$ cat config.mk
export PLATFORM = sky130hd
export DESIGN_NAME = unix_to_fat_time_core
export DESIGN_NICKNAME = d
export VERILOG_FILES = /design/src/design/utf_pkg.sv /design/src/design/unix_to_fat_time_core.sv
export SDC_FILE = /design/constraint.sdc
export NUM_CORES = 2
export LEC_CHECK = 0
export ABC_AREA = 1
export BUFFER_PORTS_ARGS = -buffer_cell sky130_fd_sc_hd__buf_2
export CORE_MARGIN = 2
export CORE_UTILIZATION = 64
export CTS_BUF_LIST = sky130_fd_sc_hd__clkbuf_4 sky130_fd_sc_hd__clkbuf_8
export DETAILED_ROUTE_END_ITERATION = 6
export GPL_TIMING_DRIVEN = 0
export PLACE_DENSITY_LB_ADDON = 0.3
export SLEW_MARGIN = 20
export SYNTH_ARGS = -nofsm -noshare
export SYNTH_HDL_FRONTEND = slang
export SYNTH_SLANG_ARGS = --single-unit
export TNS_END_PERCENT = 1
$ cat constraint.sdc
create_clock -name clk -period 10.14 [get_ports clk]
set_input_delay 0.507 -clock clk [delete_from_list [all_inputs] [get_ports clk]]
set_output_delay 0.507 -clock clk [all_outputs]
set_load 0.02 [all_outputs]
$ cat src/design/utf_pkg.sv
`default_nettype none

package utf_pkg;

    localparam int unsigned SECS_W = 64;
    localparam int unsigned TIME_W = 16;
    localparam int unsigned DATE_W = 16;

    // 1980-01-01 and 2108-01-01 in seconds since 1970
    localparam logic [63:0] UNIX_1980 = 64'd315532800;
    localparam logic [63:0] UNIX_2108 = 64'd4354819200;
    localparam logic [31:0] UNIX_1980_LO = 32'd315532800;

    // day = (r >> 7) / 675, by reciprocal with 2^35 scale
    localparam logic [25:0] DAY_RECIP = 26'd50903317;
    localparam logic [9:0]  DAY_DIV = 10'd675;
    // year estimate = day / 365, 2^24 scale
    localparam logic [15:0] YEAR_RECIP = 16'd45965;
    // hour = sod / 3600, 2^27 scale
    localparam logic [15:0] HOUR_RECIP = 16'd37283;
    localparam logic [11:0] HOUR_SECONDS = 12'd3600;
    // minute = rs / 60, 2^18 scale
    localparam logic [12:0] MIN_RECIP = 13'd4370;
    localparam logic [5:0]  MINUTE_SECONDS = 6'd60;

    localparam logic [7:0]  NONLEAP_YEAR = 8'd120;
    localparam logic [8:0]  FEB29_DOY = 9'd59;

    localparam logic [TIME_W-1:0] TIME_MAX = 16'((23 << 11) | (59 << 5) | 29);
    localparam logic [DATE_W-1:0] DATE_MAX = 16'((127 << 9) | (12 << 5) | 31);
    localparam logic [DATE_W-1:0] DATE_MIN = 16'((0 << 9) | (1 << 5) | 1);
    localparam logic [TIME_W-1:0] TIME_MIN = 16'd0;

    function automatic logic [8:0] month_start(input logic [3:0] m);
        logic [8:0] v;
        case (m)
            4'd2:    v = 9'd31;
            4'd3:    v = 9'd59;
            4'd4:    v = 9'd90;
            4'd5:    v = 9'd120;
            4'd6:    v = 9'd151;
            4'd7:    v = 9'd181;
            4'd8:    v = 9'd212;
            4'd9:    v = 9'd243;
            4'd10:   v = 9'd273;
            4'd11:   v = 9'd304;
            4'd12:   v = 9'd334;
            default: v = 9'd0;
        endcase
        return v;
    endfunction

    function automatic logic is_leap(input logic [7:0] y);
        return (y[1:0] == 2'b00) && (y != NONLEAP_YEAR);
    endfunction

    // first day of year y, counted from 1980-01-01
    function automatic logic [15:0] year_base(input logic [7:0] y);
        logic [16:0] days;
        logic [8:0]  y3;
        logic [6:0]  leaps;
        days  = 17'(y) * 17'd365;
        y3    = 9'(y) + 9'd3;
        leaps = y3[8:2] - ((y > NONLEAP_YEAR) ? 7'd1 : 7'd0);
        return 16'(days + 17'(leaps));
    endfunction

endpackage

`default_nettype wire

$ cat src/design/unix_to_fat_time_core.sv
`default_nettype none
// channel   direction  handshake            payload
// command   in         start (busy low)     unix_seconds
// result    out        done, one cycle      fat_time, fat_date
//
// One transfer is taken every cycle; busy stays low.
// Seven pipeline stages: stages A to F and the output stage, each registered.
// The chain of reciprocal multiplies (day, year, hour, minute) sets the depth.
// Reset clears only the valid bits; data registers carry no reset.
// The receiver cannot stall, so the pipeline never holds.

module unix_to_fat_time_core (
    input  wire logic                         clk,
    input  wire logic                         rst_n,
    input  wire logic                         start,
    output logic                              busy,
    input  wire logic signed [utf_pkg::SECS_W-1:0] unix_seconds,
    output logic                              done,
    output logic [utf_pkg::TIME_W-1:0]        fat_time,
    output logic [utf_pkg::DATE_W-1:0]        fat_date
);
    import utf_pkg::*;

    localparam int unsigned LATENCY = 7;

    typedef enum logic [1:0] {
        CLAMP_NONE,
        CLAMP_LOW,
        CLAMP_HIGH
    } clamp_t;

    logic [LATENCY-1:0] valid_reg, valid_next;

    // stage A
    logic [31:0] a_r_reg, a_r_next;
    clamp_t      a_clamp_reg, a_clamp_next;
    // stage B
    logic [50:0] b_prod_reg, b_prod_next;
    logic [24:0] b_q1_reg;
    logic [6:0]  b_lo_reg;
    clamp_t      b_clamp_reg;
    // stage C
    logic [15:0] c_day_reg, c_day_next;
    logic [16:0] c_sod_reg, c_sod_next;
    logic [31:0] c_yprod_reg, c_yprod_next;
    clamp_t      c_clamp_reg;
    // stage D
    logic [7:0]  d_year_reg;
    logic [32:0] d_hprod_reg, d_hprod_next;
    logic [15:0] d_day_reg;
    logic [16:0] d_sod_reg;
    clamp_t      d_clamp_reg;
    // stage E
    logic [4:0]  e_hour_reg, e_hour_next;
    logic [11:0] e_rs_reg, e_rs_next;
    logic [15:0] e_base_reg, e_base_next;
    logic [15:0] e_base_m1_reg, e_base_m1_next;
    logic [7:0]  e_year_reg;
    logic [15:0] e_day_reg;
    clamp_t      e_clamp_reg;
    // stage F
    logic [6:0]  f_year_reg, f_year_next;
    logic [8:0]  f_doy_reg, f_doy_next;
    logic [24:0] f_mprod_reg, f_mprod_next;
    logic [4:0]  f_hour_reg;
    logic [11:0] f_rs_reg;
    clamp_t      f_clamp_reg;
    // output stage
    logic [TIME_W-1:0] out_time_reg, out_time_next;
    logic [DATE_W-1:0] out_date_reg, out_date_next;

    logic [25:0] c_mul675;
    logic [24:0] c_rem;
    logic [16:0] e_mul3600;
    logic [7:0]  e_year_m1;
    logic        f_take_prev;
    logic [15:0] f_doy_wide;
    logic [5:0]  g_min;
    logic [11:0] g_mul60;
    logic [11:0] g_sec;
    logic        g_leap;
    logic        g_feb29;
    logic [8:0]  g_dd;
    logic [3:0]  g_month;
    logic [8:0]  g_day;
    logic [6:0]  g_year;

    assign busy = 1'b0;

    always_comb
    begin
        valid_next = {valid_reg[LATENCY-2:0], start & ~busy};

        // stage A: range check and offset to 1980
        if (unix_seconds[SECS_W-1] || (unsigned'(unix_seconds) < UNIX_1980))
            a_clamp_next = CLAMP_LOW;
        else if (unsigned'(unix_seconds) >= UNIX_2108)
            a_clamp_next = CLAMP_HIGH;
        else
            a_clamp_next = CLAMP_NONE;
        a_r_next = unix_seconds[31:0] - UNIX_1980_LO;

        // stage B: reciprocal of 675 on r / 128
        b_prod_next = 51'(a_r_reg[31:7]) * 51'(DAY_RECIP);

        // stage C: day count, second of day, year estimate product
        c_day_next   = b_prod_reg[50:35];
        c_mul675     = 26'(c_day_next) * 26'(DAY_DIV);
        c_rem        = b_q1_reg - c_mul675[24:0];
        c_sod_next   = {c_rem[9:0], b_lo_reg};
        c_yprod_next = 32'(c_day_next) * 32'(YEAR_RECIP);

        // stage D: hour product
        d_hprod_next = 33'(c_sod_reg) * 33'(HOUR_RECIP);

        // stage E: hour, rest of hour, both year bases
        e_hour_next    = d_hprod_reg[31:27];
        e_mul3600      = 17'(e_hour_next) * 17'(HOUR_SECONDS);
        e_rs_next      = 12'(d_sod_reg - e_mul3600);
        e_year_m1      = d_year_reg - 8'd1;
        e_base_next    = year_base(d_year_reg);
        e_base_m1_next = year_base(e_year_m1);

        // stage F: step the year back when the estimate overshoots
        f_take_prev = e_base_reg > e_day_reg;
        if (f_take_prev)
        begin
            f_year_next = 7'(e_year_reg - 8'd1);
            f_doy_wide  = e_day_reg - e_base_m1_reg;
        end
        else
        begin
            f_year_next = e_year_reg[6:0];
            f_doy_wide  = e_day_reg - e_base_reg;
        end
        f_doy_next   = f_doy_wide[8:0];
        f_mprod_next = 25'(e_rs_reg) * 25'(MIN_RECIP);

        // output stage: minute, seconds, month and day, clamp
        g_min   = f_mprod_reg[23:18];
        g_mul60 = 12'(g_min) * 12'(MINUTE_SECONDS);
        g_sec   = f_rs_reg - g_mul60;

        g_year  = f_year_reg;
        g_leap  = is_leap({1'b0, f_year_reg});
        g_feb29 = g_leap && (f_doy_reg == FEB29_DOY);
        if (g_leap && (f_doy_reg > FEB29_DOY))
            g_dd = f_doy_reg - 9'd1;
        else
            g_dd = f_doy_reg;

        g_month = 4'd1;
        for (int k = 2; k <= 12; k++)
        begin
            if (month_start(4'(k)) <= g_dd)
                g_month = g_month + 4'd1;
        end
        // leap day reads as day 29 of February
        if (g_feb29)
            g_month = 4'd2;
        g_day = g_dd - month_start(g_month) + 9'd1;

        case (f_clamp_reg)
            CLAMP_LOW:
            begin
                out_time_next = TIME_MIN;
                out_date_next = DATE_MIN;
            end
            CLAMP_HIGH:
            begin
                out_time_next = TIME_MAX;
                out_date_next = DATE_MAX;
            end
            default:
            begin
                out_time_next = {f_hour_reg, g_min, g_sec[5:1]};
                out_date_next = {g_year, g_month, g_day[4:0]};
            end
        endcase
    end

    always_ff @(posedge clk or negedge rst_n)
    begin
        if (!rst_n)
            valid_reg <= '0;
        else
            valid_reg <= valid_next;
    end

    always_ff @(posedge clk)
    begin
        a_r_reg       <= a_r_next;
        a_clamp_reg   <= a_clamp_next;

        b_prod_reg    <= b_prod_next;
        b_q1_reg      <= a_r_reg[31:7];
        b_lo_reg      <= a_r_reg[6:0];
        b_clamp_reg   <= a_clamp_reg;

        c_day_reg     <= c_day_next;
        c_sod_reg     <= c_sod_next;
        c_yprod_reg   <= c_yprod_next;
        c_clamp_reg   <= b_clamp_reg;

        d_year_reg    <= c_yprod_reg[31:24];
        d_hprod_reg   <= d_hprod_next;
        d_day_reg     <= c_day_reg;
        d_sod_reg     <= c_sod_reg;
        d_clamp_reg   <= c_clamp_reg;

        e_hour_reg    <= e_hour_next;
        e_rs_reg      <= e_rs_next;
        e_base_reg    <= e_base_next;
        e_base_m1_reg <= e_base_m1_next;
        e_year_reg    <= d_year_reg;
        e_day_reg     <= d_day_reg;
        e_clamp_reg   <= d_clamp_reg;

        f_year_reg    <= f_year_next;
        f_doy_reg     <= f_doy_next;
        f_mprod_reg   <= f_mprod_next;
        f_hour_reg    <= e_hour_reg;
        f_rs_reg      <= e_rs_reg;
        f_clamp_reg   <= e_clamp_reg;

        out_time_reg  <= out_time_next;
        out_date_reg  <= out_date_next;
    end

    assign done     = valid_reg[LATENCY-1];
    assign fat_time = out_time_reg;
    assign fat_date = out_date_reg;

    a_result_latency: assert property (@(posedge clk) disable iff (!rst_n)
        (start && !busy) |-> ##7 done)
        else $error("accepted command did not produce a result after 7 cycles");

    a_month_range: assert property (@(posedge clk) disable iff (!rst_n)
        done |-> (fat_date[8:5] != 4'd0) && (fat_date[8:5] <= 4'd12))
        else $error("month field out of range");

    a_day_range: assert property (@(posedge clk) disable iff (!rst_n)
        done |-> (fat_date[4:0] != 5'd0))
        else $error("day field is zero");

    a_time_range: assert property (@(posedge clk) disable iff (!rst_n)
        done |-> (fat_time[15:11] <= 5'd23) && (fat_time[10:5] <= 6'd59)
                 && (fat_time[4:0] <= 5'd29))
        else $error("time field out of range");

endmodule

`default_nettype wire

# ---- After elaboration in Yosys (flattened, before gate mapping)
# Memories as Yosys holds them, arrays and structs flattened.
# Index checks and enable logic that the tools add are counted.
dict set report word_totals {
  regBits 399
  latchBits 0
  ram_bits 0
  mem_bits_ro 144
  in_bits 67
  out_inout_bits 34
  elab_cells 114
  mem_count 1
}
# memory words word_bits read_ports rd_clocked_by_memory_dff wr line_no
set mem_list {}
lappend mem_list {{(no name shown)} 16 9 1 0 0 utf_pkg.sv:36} ;# case (m)
dict set report classes {
  addsub 27
  multipliers 9
  div_mod_pow 0
  magnitude_cmp 17
  eq_ne 4
  shift 0
  mux 20
  n_bitwise 0
  reduce_logical 5
}
# op count
set ops {}
lappend ops {{greater-or-equal comparator 64 x 33 -> 1 bit (second input constant)} 1}
lappend ops {{less-than comparator 64 x 29 -> 1 bit (second input constant)} 1}
lappend ops {{case mux 16 bit (2 select lines)} 2}
lappend ops {{multiplier 25 x 26 -> 51 bit (second input constant)} 1}
lappend ops {{two-way mux 4 bit} 11}
lappend ops {{adder 4 x 1 -> 4 bit (second input constant)} 10}
lappend ops {{less-or-equal comparator 8 x 9 -> 1 bit (first input constant)} 4}
lappend ops {{multiplier 16 x 16 -> 32 bit (second input constant)} 1}
lappend ops {{multiplier 17 x 16 -> 32 bit (second input constant)} 1}
lappend ops {{subtractor 32 x 29 -> 32 bit (second input constant)} 1}
lappend ops {{less-or-equal comparator 9 bit (first input constant)} 3}
lappend ops {{multiplier 12 x 12 -> 23 bit (second input constant)} 1}
lappend ops {{adder 8 x 2 -> 9 bit (second input constant)} 2}
lappend ops {{less-or-equal comparator 7 x 9 -> 1 bit (first input constant)} 2}
lappend ops {{two-way mux 9 bit} 2}
lappend ops {{subtractor 9 bit} 2}
lappend ops {{adder 16 x 7 -> 16 bit} 1}
lappend ops {{> comparator 16 bit} 1}
lappend ops {{> comparator 8 x 7 -> 1 bit (second input constant)} 2}
lappend ops {{multiplier 16 x 10 -> 10 bit (second input constant)} 1}
lappend ops {{multiplier 8 x 9 -> 16 bit (second input constant)} 1}
lappend ops {{subtractor 7 x 1 -> 7 bit} 2}
lappend ops {{subtractor 12 bit} 1}
lappend ops {{subtractor 10 bit} 1}
lappend ops {{other kinds (23)} 27}

# ---- Logic depth before layout (Yosys ltp)
# An unclocked memory read counts as a cell.
dict set report logic_depth {
  word_depth 31
  ltp_mapped 58
  mapped_depth_nobuf 57
}

# ---- Worst setup path before layout
# Ideal clock, no wire load.
dict set report synth_timing {
  path_type {register to register}
  from {reg f_doy_reg[1]}
  to {reg out_date_reg[4], in the netlist fat_date[4]}
  arrival_ns 7.066
  required_time_ns 10.015
  path_slack_ns 2.949
  stages_incl_launch_ff 55
  path_buffers 1
  period_less_slack_ns 7.191
  path_cell_list {dfxtp_1 > ha_1 > nand2_1 > nor2_1 > nand3_2 > nand3_4 > buf_6 > nand2_1 > nand2_2 > nand2_1 > inv_1 > nand2_1 > o21ai_0 > inv_1 > fa_1 > inv_1 > nand2_1 > nand2_1 > [19 not listed] > nand2_1 > nand2_1 > inv_1 > nand2_1 > inv_1 > ha_1 > nand2_1 > nand2_1 > o21ai_1 > ha_1 > ha_1 > a21oi_1 > nand2_1 > xnor2_1 > xor2_1 > nand3b_1 > nand3_1 > nand2_1}
}
dict set report synth_via {
  elab_chain_len 30
  word_cells_on_any_way 43
  classes_between {add/sub: 13; order compare: 12; eq/ne: 1; mux: 14; reduce/logical: 2; memory: 1}
}
# element line_no
set synth_lines {}
lappend synth_lines {{start: declaration} unix_to_fat_time_core.sv:63} ;# logic [8:0] f_doy_reg, f_doy_next;
lappend synth_lines {{start signal: assignment} unix_to_fat_time_core.sv:220} ;# f_doy_reg <= f_doy_next;
lappend synth_lines {{> comparator 9 x 6 -> 1 bit} unix_to_fat_time_core.sv:147} ;# if (g_leap && (f_doy_reg > FEB29_DOY))
lappend synth_lines {{logical AND 1 bit} unix_to_fat_time_core.sv:147}
lappend synth_lines {{two-way mux 9 bit} unix_to_fat_time_core.sv:147}
lappend synth_lines {{less-or-equal comparator 5 x 9 -> 1 bit} unix_to_fat_time_core.sv:155} ;# if (month_start(4'(k)) <= g_dd)
lappend synth_lines {{two-way mux 2 bit} unix_to_fat_time_core.sv:155}
lappend synth_lines {{adder 4 x 1 -> 4 bit} unix_to_fat_time_core.sv:156} ;# g_month = g_month + 4'd1;
lappend synth_lines {{two-way mux 4 bit} unix_to_fat_time_core.sv:155}
lappend synth_lines {{adder 4 x 1 -> 4 bit} unix_to_fat_time_core.sv:156}
lappend synth_lines {{[15 not listed]} --}
lappend synth_lines {{adder 4 x 1 -> 4 bit} unix_to_fat_time_core.sv:156}
lappend synth_lines {{two-way mux 4 bit} unix_to_fat_time_core.sv:155}
lappend synth_lines {{two-way mux 4 bit} unix_to_fat_time_core.sv:159} ;# if (g_feb29)
lappend synth_lines {{memory read (16 x 9 bit)} --}
lappend synth_lines {{subtractor 5 bit *} unix_to_fat_time_core.sv:161} ;# g_day = g_dd - month_start(g_month) + 9'd1;
lappend synth_lines {{adder 5 x 1 -> 5 bit *} unix_to_fat_time_core.sv:161}
lappend synth_lines {{case mux 16 bit (2 select lines) *} unix_to_fat_time_core.sv:163} ;# case (f_clamp_reg)
lappend synth_lines {{net out_date_next[4]} unix_to_fat_time_core.sv:70} ;# logic [DATE_W-1:0] out_date_reg, out_date_next;
lappend synth_lines {{end signal: assignment} unix_to_fat_time_core.sv:227} ;# out_date_reg <= out_date_next;
lappend synth_lines {{end: declaration} unix_to_fat_time_core.sv:70}
# Mark *: on every way through the listed nets, which the timed path passes. The rest lies on a longest branch.
# A chain may end at the register's enable or synchronous reset.

# ---- Worst setup path in the final report
# Ends and elaborated chain as after synthesis.

==> load_flow_metrics.sql <==
INSERT INTO impl_metrics (metric_group, metric, value, unit) VALUES
('clock_tree', 'cts_resized', '0', ''),
('clock_tree', 'total_cts_buffers', '51', ''),
('flow_run', 'maxCapViolCount', '0', ''),
('logic_synthesis', 'synth-seq-cells', '295', ''),
('worst_hold_path', 'min-delay-start', 'unix_seconds[12]', ''),
('clock_tree', 'clkSlewWorstSetupHoldPaths', '0.06', 'ns'),
('worst_setup_path', 'critical_path_data_arrival_time', '8.62', 'ns'),
('detailed_routing', 'remaining_drc_errors', '0', ''),
('die', 'die_area', '53900', 'um^2'),
('worst_setup_path', 'critical-path-top-cell-by-count', 'sky130_fd_sc_hd__nand2_1', ''),
('clock_tree', 'skew_pair_late_insertion_delay', '0.65', 'ns'),
('global_route', 'via_count_of_the_first_global_routing_pass', '24400', ''),
('worst_setup_path', 'slowest_delay', '0.56', 'ns'),
('cells_and_area', 'final_net_count', '4907', ''),
('die', 'initial_utilization', '64.9', '%'),
('timing', 'final_max_slew_viol_count', '0', ''),
('worst_hold_path', 'worst_hold_path.num_cells', '2', ''),
('logic_synthesis', 'async_flop_share', '2.37', '%'),
('cells_and_area', 'largest_register_ffs', '32', ''),
('detailed_routing', 'wire_per_inst', '15.2', 'um'),
('die', 'std_cell_rows', '83', ''),
('clock_tree', 'cts_tree', 'done', ''),
('worst_setup_path', 'worst-path-max-fanout', '10', ''),
('timing', 'final.period_utilization', '79.9', '%'),
('logic_synthesis', 'ys_warn_count', '0', ''),
('detailed_routing', 'route.detailed.vias_per_inst', '5.23', ''),
('global_route', 'grt_antenna_before_repair', '1', ''),
('logic_synthesis', 'synth_flop_cell', 'sky130_fd_sc_hd__dfxtp_1', ''),
('clock_tree', 'total_clock_sinks', '295', ''),
('detailed_routing', 'drt_iter0_drc', '891', ''),
('global_route', 'largest_net_degree_at_the_start_of_global_routing', '16', ''),
('timing', 'timing.final.setup_violations', '0', ''),
('clock_tree', 'cts_max_level', '2', ''),
('worst_setup_path', 'end_kind', 'flop', ''),
('worst_setup_path', 'ff2ff_path_depth', '54', ''),
('timing', 'slew_headroom', '29.4', '%'),
('detailed_routing', 'drt_first_pass_iters', '5', ''),
('worst_setup_path', 'startpoint_types', 'flop', ''),
('die', 'dieWidth', '232', 'um'),
('cells_and_area', 'drive_gt1_share', '7.10', '%'),
('worst_setup_path', 'worst-setup-path-type', 'flop to flop', ''),
('worst_setup_path', 'reg2reg_to', 'fat_date[4]', ''),
('die', 'design.portCount', '101', ''),
('timing', 'maxClockFrequency', '123', 'MHz'),
('logic_synthesis', 'yosys.cell_types.count', '60', ''),
('placement', 'dp_wirelength', '54800', 'um'),
('global_route', 'grt_first_pass_wirelength', '113000', 'um'),
('timing', 'timing_hold_violations_final', '0', ''),
('worst_setup_path', 'rr_startpoint', 'f_doy_reg[1]', ''),
('detailed_routing', 'dr_total_vias', '22800', ''),
('clock_tree', 'ctsRootBufferMaster', 'sky130_fd_sc_hd__clkbuf_8', ''),
('logic_synthesis', 'synth_edf_count', '0', ''),
('cells_and_area', 'area_growth_syn_to_layout', '8.06', '%'),
('worst_hold_path', 'min_path_type', 'input port to flop', ''),
('timing', 'tightestPinTransition', '1.03', 'ns'),
('placement', 'postPlaceCellArea', '34700', 'um^2'),
('logic_synthesis', 'synth.cell_area', '33300', 'um^2'),
('worst_setup_path', 'path_buf_inv', '7', ''),
('global_route', 'grt-ovfl-total', '0', ''),
('cells_and_area', 'post-route-cell-area', '36000', 'um^2'),
('detailed_routing', 'routed_wl', '66200', 'um'),
('worst_hold_path', 'hold_path_end', 'a_r_reg[12]', ''),
('worst_setup_path', 'cp_top_family', 'simple AND/OR/NAND/NOR gates', ''),
('worst_setup_path', 'cp_data_required_time', '10.66', 'ns'),
('logic_synthesis', 'synth_seq_area_share', '17.8', '%'),
('die', 'die_y', '232', 'um'),
('logic_synthesis', 'synthesis.instances', '3473', ''),
('detailed_routing', 'drt.antenna.violating_nets', '0', ''),
('timing', 'worst_clock_skew', '0.0368', 'ns'),
('logic_synthesis', 'synth_nets', '4744', ''),
('timing', 'setup_repair_after_global_routing_missed_its_margin', 'false', ''),
('global_route', 'overall_fraction_of_global_route_tracks_in_use', '25.9', '%'),
('worst_setup_path', 'ff2ff_setup_slack', '2.04', 'ns'),
('timing', 'final_critical_path_time_including_i_o_delays_and_setup', '8.10', 'ns'),
('timing', 'fin_setup_tns', '0', 'ns'),
('logic_synthesis', 'mean_area_per_synthesized_cell', '9.60', 'um^2'),
('die', 'design.core.area', '51400', 'um^2'),
('worst_setup_path', 'cp_max_delay_cell', 'sky130_fd_sc_hd__fa_1', ''),
('placement', 'gp_congestion', '0.942', ''),
('status', 'run_status', 'finished, final reports clean', ''),
('clock_tree', 'number_of_buffers_between_clock_root_and_the_deepest_sink', '3', ''),
('placement', 'portBuffers', '99', '');
worst max path at each step:
| stage | start | to | slack [ns] | cells past startpoint |
|---|---|---|---|---|
| finish | f_doy_reg[1] | fat_date[4] | 2.04 | 54 |
| detailed placement | f_doy_reg[1] | fat_date[4] | 2.07 | 54 |
| global route | f_doy_reg[1] | fat_date[4] | 1.34 | 54 |
| floorplan | f_doy_reg[1] | fat_date[4] | 2.95 | 54 |
| global placement | f_doy_reg[1] | fat_date[4] | 2.18 | 54 |
| CTS | f_doy_reg[1] | fat_date[4] | 2.09 | 54 |
cells in the final DEF, fill, tap and decap left out, types with 14 or more instances in the layout:
master	count
sky130_fd_sc_hd__ha_1	814
sky130_fd_sc_hd__inv_1	795
sky130_fd_sc_hd__fa_1	390
sky130_fd_sc_hd__nand2_1	343
sky130_fd_sc_hd__dfxtp_1	288
sky130_fd_sc_hd__a21oi_1	147
sky130_fd_sc_hd__nor2_1	111
sky130_fd_sc_hd__xor2_1	108
sky130_fd_sc_hd__buf_2	100
sky130_fd_sc_hd__nand3_1	95
sky130_fd_sc_hd__o21ai_0	67
sky130_fd_sc_hd__xnor2_1	63
sky130_fd_sc_hd__clkbuf_8	56
sky130_fd_sc_hd__nand4_1	35
sky130_fd_sc_hd__nor3_1	25
sky130_fd_sc_hd__nand2_2	25
sky130_fd_sc_hd__nor4_1	14
cells by family (layout without fill, tap and decap cells):
kind of cell	after synthesis	after routing	share of synthesized area, %
compound gates	283	283	4.82
xor+xnor	171	171	4.49
fa+ha+maj	1204	1204	54.0
buf+inv	818	1021	9.28
flops	295	295	17.8
mux	6	6	0.180
other cells	1	2	0.0112
simple gates	695	695	9.43
area by class of cell:
| cell class | instances | area, um^2 |
|---|---|---|
| multi-input cells | 2360 | 24300 |
| repair buffers | 110 | 606 |
| fillers | 3849 | 15400 |
| clock buffers | 67 | 853 |
| diodes | 1 | 2.50 |
| flip-flops and latches | 295 | 5940 |
| plain buffers | 14 | 76.3 |
| inverters | 804 | 3020 |
| clock inverters | 26 | 375 |
| well taps | 680 | 851 |
layer usage:
| metal | vias up | global-route usage, % | wire length, um |
|---|---|---|---|
| met1 | 10900 | 32.3 | 28800 |
| met3 | 122 | 3.09 | 2470 |
| met4 | 0 | 7.73 | 1760 |
| li1 | 11400 | - | - |
| met2 | 393 | 46.9 | 33200 |
| met5 | - | 0 | 0 |
synth_stat cells, drive strengths merged, types with 14 or more instances:
cell	count	area, um^2
o21ai	71	359
fa	390	7810
inv	804	3020
nor3	25	125
xnor2	63	552
nor2	117	454
nand3	103	563
xor2	108	946
ha	814	10200
nand4	35	219
nand2	373	1500
dfxtp	288	5770
nor4	14	87.6
a21oi	149	753
worst register-to-register path, delay by kind of cell (launching register included):
| family | cells | cell delay [ns] |
|---|---|---|
| AOI/OAI and AO/OA | 3 | 0.47 |
| adders and majority gates | 9 | 2.69 |
| xor gates and xnor gates | 2 | 0.38 |
| DFF | 1 | 0.42 |
| and+or+nand+nor | 33 | 3.39 |
| buffers and inverters | 7 | 0.68 |
timing repair:
action / 4_1_cts / 5_1_grt
hold endpoints to repair: 17 / 0
setup endpoints to repair: 0 / 0
hold buffers: 11 / 0
setup buffers: 0 / 0
stage by stage:
step	hold slack, ns	setup slack (ns)	util [%]	instances
after global placement	0.309	2.18	67.5	4252
final	0.0919	2.04	70.1	4357
after floorplan	0.211	2.95	-	3473
after global routing	0.0803	1.34	70.1	4357
after CTS	0.0475	2.09	70.1	4356
after detailed placement	0.312	2.07	67.5	4252
Power is not shown: default switching activity piles up to over one toggle a cycle in this logic, so the estimate is an artifact.
